File: src/rtl/sparse_set_similarity_assert.svh
// Assertion macros for the sparse set similarity block.
`ifndef SPARSE_SET_SIMILARITY_ASSERT_SVH
`define SPARSE_SET_SIMILARITY_ASSERT_SVH
// Implication checked at every clock edge outside reset.
`define SSS_ASSERT_IMPL(label, clk, rst_n, pre, post) \
    label: assert property (@(posedge clk) disable iff (!rst_n) (pre) |-> (post)) \
        else $error("assertion failed");
// Next-cycle implication checked outside reset.
`define SSS_ASSERT_NEXT(label, clk, rst_n, pre, post) \
    label: assert property (@(posedge clk) disable iff (!rst_n) (pre) |=> (post)) \
        else $error("assertion failed");
`endif

File: src/rtl/sss_pkg.sv
`timescale 1ns / 1ps
// ----------------------------------------------------------------------------
// Sparse set similarity package
// Shared constants, types and the state encoding of the block.
// ----------------------------------------------------------------------------
package sss_pkg;
    localparam int MAX_LEN = 1024;
    localparam int ID_BITS = 32;
    localparam int COUNT_BITS = 16;
    localparam int LEN_W = $clog2(MAX_LEN + 1);
    localparam int ADDR_W = $clog2(MAX_LEN);
    localparam int SUM_W = COUNT_BITS + LEN_W + 1;
    localparam int TOT_W = 32;
    localparam int RATIO_W = 17;

    localparam logic [1:0] METRIC_JACCARD = 2'd0;
    localparam logic [1:0] METRIC_OVERLAP = 2'd1;
    localparam logic [1:0] METRIC_HIST = 2'd2;

    typedef enum logic [2:0] {
        ST_LOAD,
        ST_READ,
        ST_WALK,
        ST_DIV,
        ST_OUT
    } t_state;

    typedef struct packed {
        logic [ID_BITS-1:0] id;
        logic [COUNT_BITS-1:0] cnt;
    } t_elem;

    // One cell of the divider chain.
    typedef struct packed {
        logic [SUM_W:0] rem;
        logic [RATIO_W-1:0] q;
    } t_div;
endpackage

File: src/rtl/sss_div_cell.sv
`timescale 1ns / 1ps
// ----------------------------------------------------------------------------
// Sparse set similarity divider cell
// One restoring division step, registered, handed to the next cell.
// ----------------------------------------------------------------------------
module sss_div_cell (
    input  logic                   i_clk,
    input  logic [sss_pkg::SUM_W-1:0] i_den,
    input  sss_pkg::t_div          i_prev,
    output sss_pkg::t_div          o_next
);
    logic [sss_pkg::SUM_W+1:0] shifted;
    sss_pkg::t_div n_step;

    always_comb begin
        shifted = {i_prev.rem, 1'b0};
        n_step.q = {i_prev.q[sss_pkg::RATIO_W-2:0], 1'b0};
        n_step.rem = shifted[sss_pkg::SUM_W:0];
        if (shifted >= {2'b00, i_den}) begin
            n_step.rem = sss_pkg::SUM_W'(shifted - {2'b00, i_den}) == '0 ? '0 :
                         (sss_pkg::SUM_W+1)'(shifted - {2'b00, i_den});
            n_step.q[0] = 1'b1;
        end
    end

    always_ff @(posedge i_clk) begin
        o_next <= n_step;
    end
endmodule
File: config.mk
export PLATFORM = sky130hd
export DESIGN_NAME = sss_div_cell
export DESIGN_NICKNAME = d
export VERILOG_FILES = /design/src/rtl/sparse_set_similarity_assert.svh /design/src/rtl/sss_pkg.sv /design/src/rtl/sss_div_cell.sv
export SDC_FILE = /design/constraint.sdc
export NUM_CORES = 1
export LEC_CHECK = 0
export BUFFER_PORTS_ARGS = -buffer_cell sky130_fd_sc_hd__buf_2
export CELL_PAD_IN_SITES_DETAIL_PLACEMENT = 0
export CELL_PAD_IN_SITES_GLOBAL_PLACEMENT = 2
export CORE_ASPECT_RATIO = 1.25
export CORE_MARGIN = 4
export CORE_UTILIZATION = 27
export DETAILED_ROUTE_END_ITERATION = 6
export PLACE_DENSITY = 0.91
export SLEW_MARGIN = 30
export SYNTH_ARGS = -nofsm -noshare
export SYNTH_HDL_FRONTEND = slang
export SYNTH_SLANG_ARGS = --single-unit
File: constraint.sdc
create_clock -name i_clk -period 3.75 [get_ports i_clk]
set_clock_uncertainty 0.2 [all_clocks]
set_input_delay 0.75 -clock i_clk [delete_from_list [all_inputs] [get_ports i_clk]]
set_output_delay 0.75 -clock i_clk [all_outputs]
set_load 0.01 [all_outputs]
# --- Word-level counts from Yosys, hierarchy flattened ---
# Index checks and enable logic that the tools add are counted.
classes:
  reduce_logical: 2
  add_sub_neg: 1
  mux: 3
  n_lt_le_gt_ge: 1
  n_bitwise: 1
ops:
  columns: ["cell", "n"]
  rows:
  - ["29-bit 2-to-1 mux", 2]
  - ["30-bit by 28-bit >= comparator with 1-bit output", 1]
  - ["29-bit by 28-bit subtractor with 29-bit output", 1]
  - ["28-bit logical NOT", 1]
  - ["2-bit OR reduction", 1]
  - ["1-bit 2-to-1 mux", 1]
  - ["1-bit NOT", 1]
totals:
  wordCells: 11
  input_bits: 75
  out_inout_bits: 46
  ff_bits: 46

# --- Logic depth before layout (Yosys ltp) ---
depth:
  depth_word: 4
  mapped_depth: 14
  ltp_nobuf: 12

# --- Worst setup path after synthesis ---
# Ideal clock, no wire load.
synth_path:
  kind: "input to register"
  startpoint: "input i_den[8] (netlist bit)"
  endpoint: "register o_next[18] (netlist bit)"
  arrival_time_ns: 3.166
  setup_ns: 0.121
  path_stages: 12
  path_buffers: 1
  t_required_ns: 3.429
  slack_ns: 0.263
  cell_sequence: "inv_1 -> ha_1 -> buf_6 -> a21o_1 -> a221o_1 -> nand3_2 -> and3_4 -> a211oi_1 -> or3_1 -> a2111o_1 -> nor4_4 -> o31ai_2"
synth_lines:
  columns: ["item", "line", "source"]
  rows:
  - ["start: declaration", "sss_div_cell.sv:8", "input logic [sss_pkg::SUM_W-1:0] i_den,"]
  - ["end signal: assignment", "sss_div_cell.sv:27", "o_next <= n_step;"]
  - ["end: declaration", "sss_div_cell.sv:10", "output sss_pkg::t_div o_next"]

==> reports/results.txt <==
RSZ-0062 raised after global routing -> no
pin count of the biggest net entering global routing -> 20
share of layout cells above drive strength 1 -> 34.9%
H-tree levels -> 2
Largest Register -> o_next
#FFs+latches synth -> 46
post-synth top area share -> 26.5%
Clock Power Share -> 28.7%
Primary FF master, synth -> dfxtp_1
Synth area leaders -> dfxtp_1 (26%), ha_1 (10%), nand2_1 (8.4%)
number of port buffers -> 119
Die H -> 135 um
EDFF count, synth -> 0
setup repair bufs after CTS -> 0
wire per inst -> 14.6 um
min Tclk post-route -> 3.51 ns
Static Leak -> 2.45 nW
Worst setup SP type -> input port
DIE AREA -> 14,800 sq um
most used cell, CP -> buf_4
drc violations -> 0
Setup CP Type -> input port to flop
part of the power in combinational logic -> 40.1%
row count -> 46
max reg flops -> 46
Longest Clk Path Bufs -> 2
slowest cell delay on critical path -> 0.38 ns
crit end category -> flop
Placed Area -> 4830 sq um
Final GP Congestion -> 0.871
CTS root buf -> clkbuf_16
Finished Cell Area -> 5000 sq um
Netlist Area Pre-Place -> 3480 sq um
power per cell area -> 370 nW/um^2
# clock sinks -> 46
worst-path maximum fanout -> 6
final WL -> 12.0 mm
first-pass GRT wire length -> 19.1 mm
outcome -> complete, no violations
max_slew headroom -> 49.2%
FF+latch area -> 921 sq um
number of global-route vias before repair -> 3,993
die width -> 110 um
Pint -> 1.23 mW
Netlist cell types -> 62
antenna-violating nets left -> 0
worst-margin pin slew -> 0.753 ns
Core Footprint -> 12,700 sq um
Synth async-reset ratio -> 0%
maximum vdd drop -> 0.185 mV
GRT Resource Usage Total -> 16.2%
grt ovf -> 0
antenna violations before repair -> 0
CP Data Arrival Time -> 3.48 ns
syn_area_per_cell -> 7.49 sq um
dpl ws -> -0.0974 ns
final setup fails -> 0
Seq/Total Area, Yosys -> 26.5%
CTS tree -> done
total number of vias -> 3,955
I/O pins -> 121
Slew Limit Fails -> 0
sw power -> 624 uW
footprint of the multi-input gates -> 2300 sq um
DP HPWL -> 10.1 mm
Final Hold Vio Count -> 0
DRT iter0 DRCs -> 165
Worst path top cell family by delay -> simple AND/OR/NAND/NOR gates
switch share -> 33.7%
Hold Buf Count CTS -> 0
worst hold path type -> input port to flop
nets -> 758
max-cap violations -> 0
Fill cells -> 1,360
Sequential Power Share -> 31.2%
Vias/cell -> 4.81
power consumption -> 1.85 mW
Reg clk slew, reported paths -> 0.07 ns
Num CTS Buffers -> 5
DRT Pass-1 Iters -> 4
initial core utilization -> 27.5%
Setup WS post-layout -> 0.237 ns
critical path required time -> 3.71 ns
synth warn -> 0
Post-Route Utilization -> 39.5%
Cell Chain, Critical Path -> buf_2 > inv_1 > ha_1 > a21o_1 > buf_4 > a31o_4 > o21ai_0 > nand3_1 > and4b_1 > nor4_1 > buf_4 > nand4_1 > nor4_4 > a21oi_1
diode count -> 0
syn_nets -> 570
P&R area growth vs syn -> 43.8%
CP bufs+invs -> 4
area leader, netlist -> dfxtp_1
period utilization -> 93.7%
fmax -> 285 MHz
Post-Syn Instances -> 465
Crit-path slowest cell -> o21ai_0
Largest regs -> o_next: 46 flops
[cells in the mapped netlist (all sizes together), types with 4 or more instances]
| library cell | instances |
|---|---|
| nand2 | 78 |
| dfxtp | 46 |
| a21oi | 40 |
| inv | 40 |
| nor2 | 30 |
| o21ai | 30 |
| ha | 29 |
| buf | 13 |
| nor3 | 13 |
| nand3 | 12 |
| a211oi | 10 |
| xnor2 | 10 |
| nand4 | 9 |
| clkbuf | 8 |
| o31ai | 8 |
| o211ai | 6 |
| a21boi | 5 |
| a21o | 5 |
| nor4 | 5 |
| or3 | 5 |
| and3 | 4 |
| o21a | 4 |
[cell type report]
| class | count | area share [%] |
|---|---|---|
| Clock buffer | 6 | 2.58 |
| Sequential cell | 46 | 18.4 |
| Inverter | 40 | 3.00 |
| Timing Repair Buffer | 202 | 25.1 |
| Multi-Input combinational cell | 358 | 46.0 |
| Tap cell | 168 | 4.20 |
| Clock inverter | 2 | 0.750 |
[power groups by stage]
| stage | Combinational [mW] | Clock [mW] | Sequential (mW) |
|---|---|---|---|
| 2_1_floorplan | 0.358 | 0 | 0.634 |
| 3_3_place_gp | 0.738 | 0 | 0.589 |
| 3_5_place_dp | 0.745 | 0 | 0.589 |
| 4_1_cts | 0.748 | 0.547 | 0.579 |
| 5_1_grt | 0.822 | 0.562 | 0.585 |
| 6_report | 0.742 | 0.531 | 0.578 |
[final timing paths]
check | endpoint | slack [ns] | start | cells after the start
min | o_next[5] | 0.35 | i_prev[4] | 1
max | o_next[45] | 0.24 | i_den[4] | 14
[repair_timing]
| action | in CTS | in global routing |
|---|---|---|
| endpoints found under the setup margin | 0 | 3 |
| resized for setup | 0 | 2 |
| endpoints found under the hold margin | 0 | 0 |
[cell families (layout without fill, tap and decap cells)]
kind of cell             after synthesis  after routing  share of synthesized area [%]
flip-flops                            46             46                           26.5
XOR/XNOR                              13             13                           3.27
AND/OR/NAND/NOR                      178            178                           25.1
adder cells (fa/ha/maj)               30             30                           11.0
buffers and inverters                 61            250                           7.58
multiplexers                           3              3                          0.863
AO/OA/AOI/OAI                        134            134                           25.8
[cell usage in the layout, fill, tap and decap left out, drive strengths merged, types with 4 or more instances in the layout]
master,count
a21oi,40
nor2,30
clkbuf,6
a211oi,10
inv,40
a21boi,5
o21a,4
dfxtp,46
nand2,78
nand4,9
o21ai,30
ha,29
or3,5
o31ai,8
nor3,13
buf,202
a21o,5
nand3,12
o211ai,6
and3,4
nor4,5
xnor2,10
[layer usage]
layer  up-vias  global-route usage (%)  part of all wire (%)
met5         -                       0                     0
met4         0                    4.50                   1.5
met3         9                    1.53                   3.2
met2        82                    31.2                    55
met1      1830                    18.4                    40
li1       2034                       -                     -
[metrics by stage]
stage          instances  hold WS [ns]  setup TNS [ns]
3_5_place_dp         814         0.654          -0.253
4_1_cts              822         0.345               0
3_3_place_gp         814         0.652          -0.336
5_1_grt              822         0.346               0
6_report             822         0.350               0
2_1_floorplan        465         0.578               0
Power figures use the tool's default switching activity.
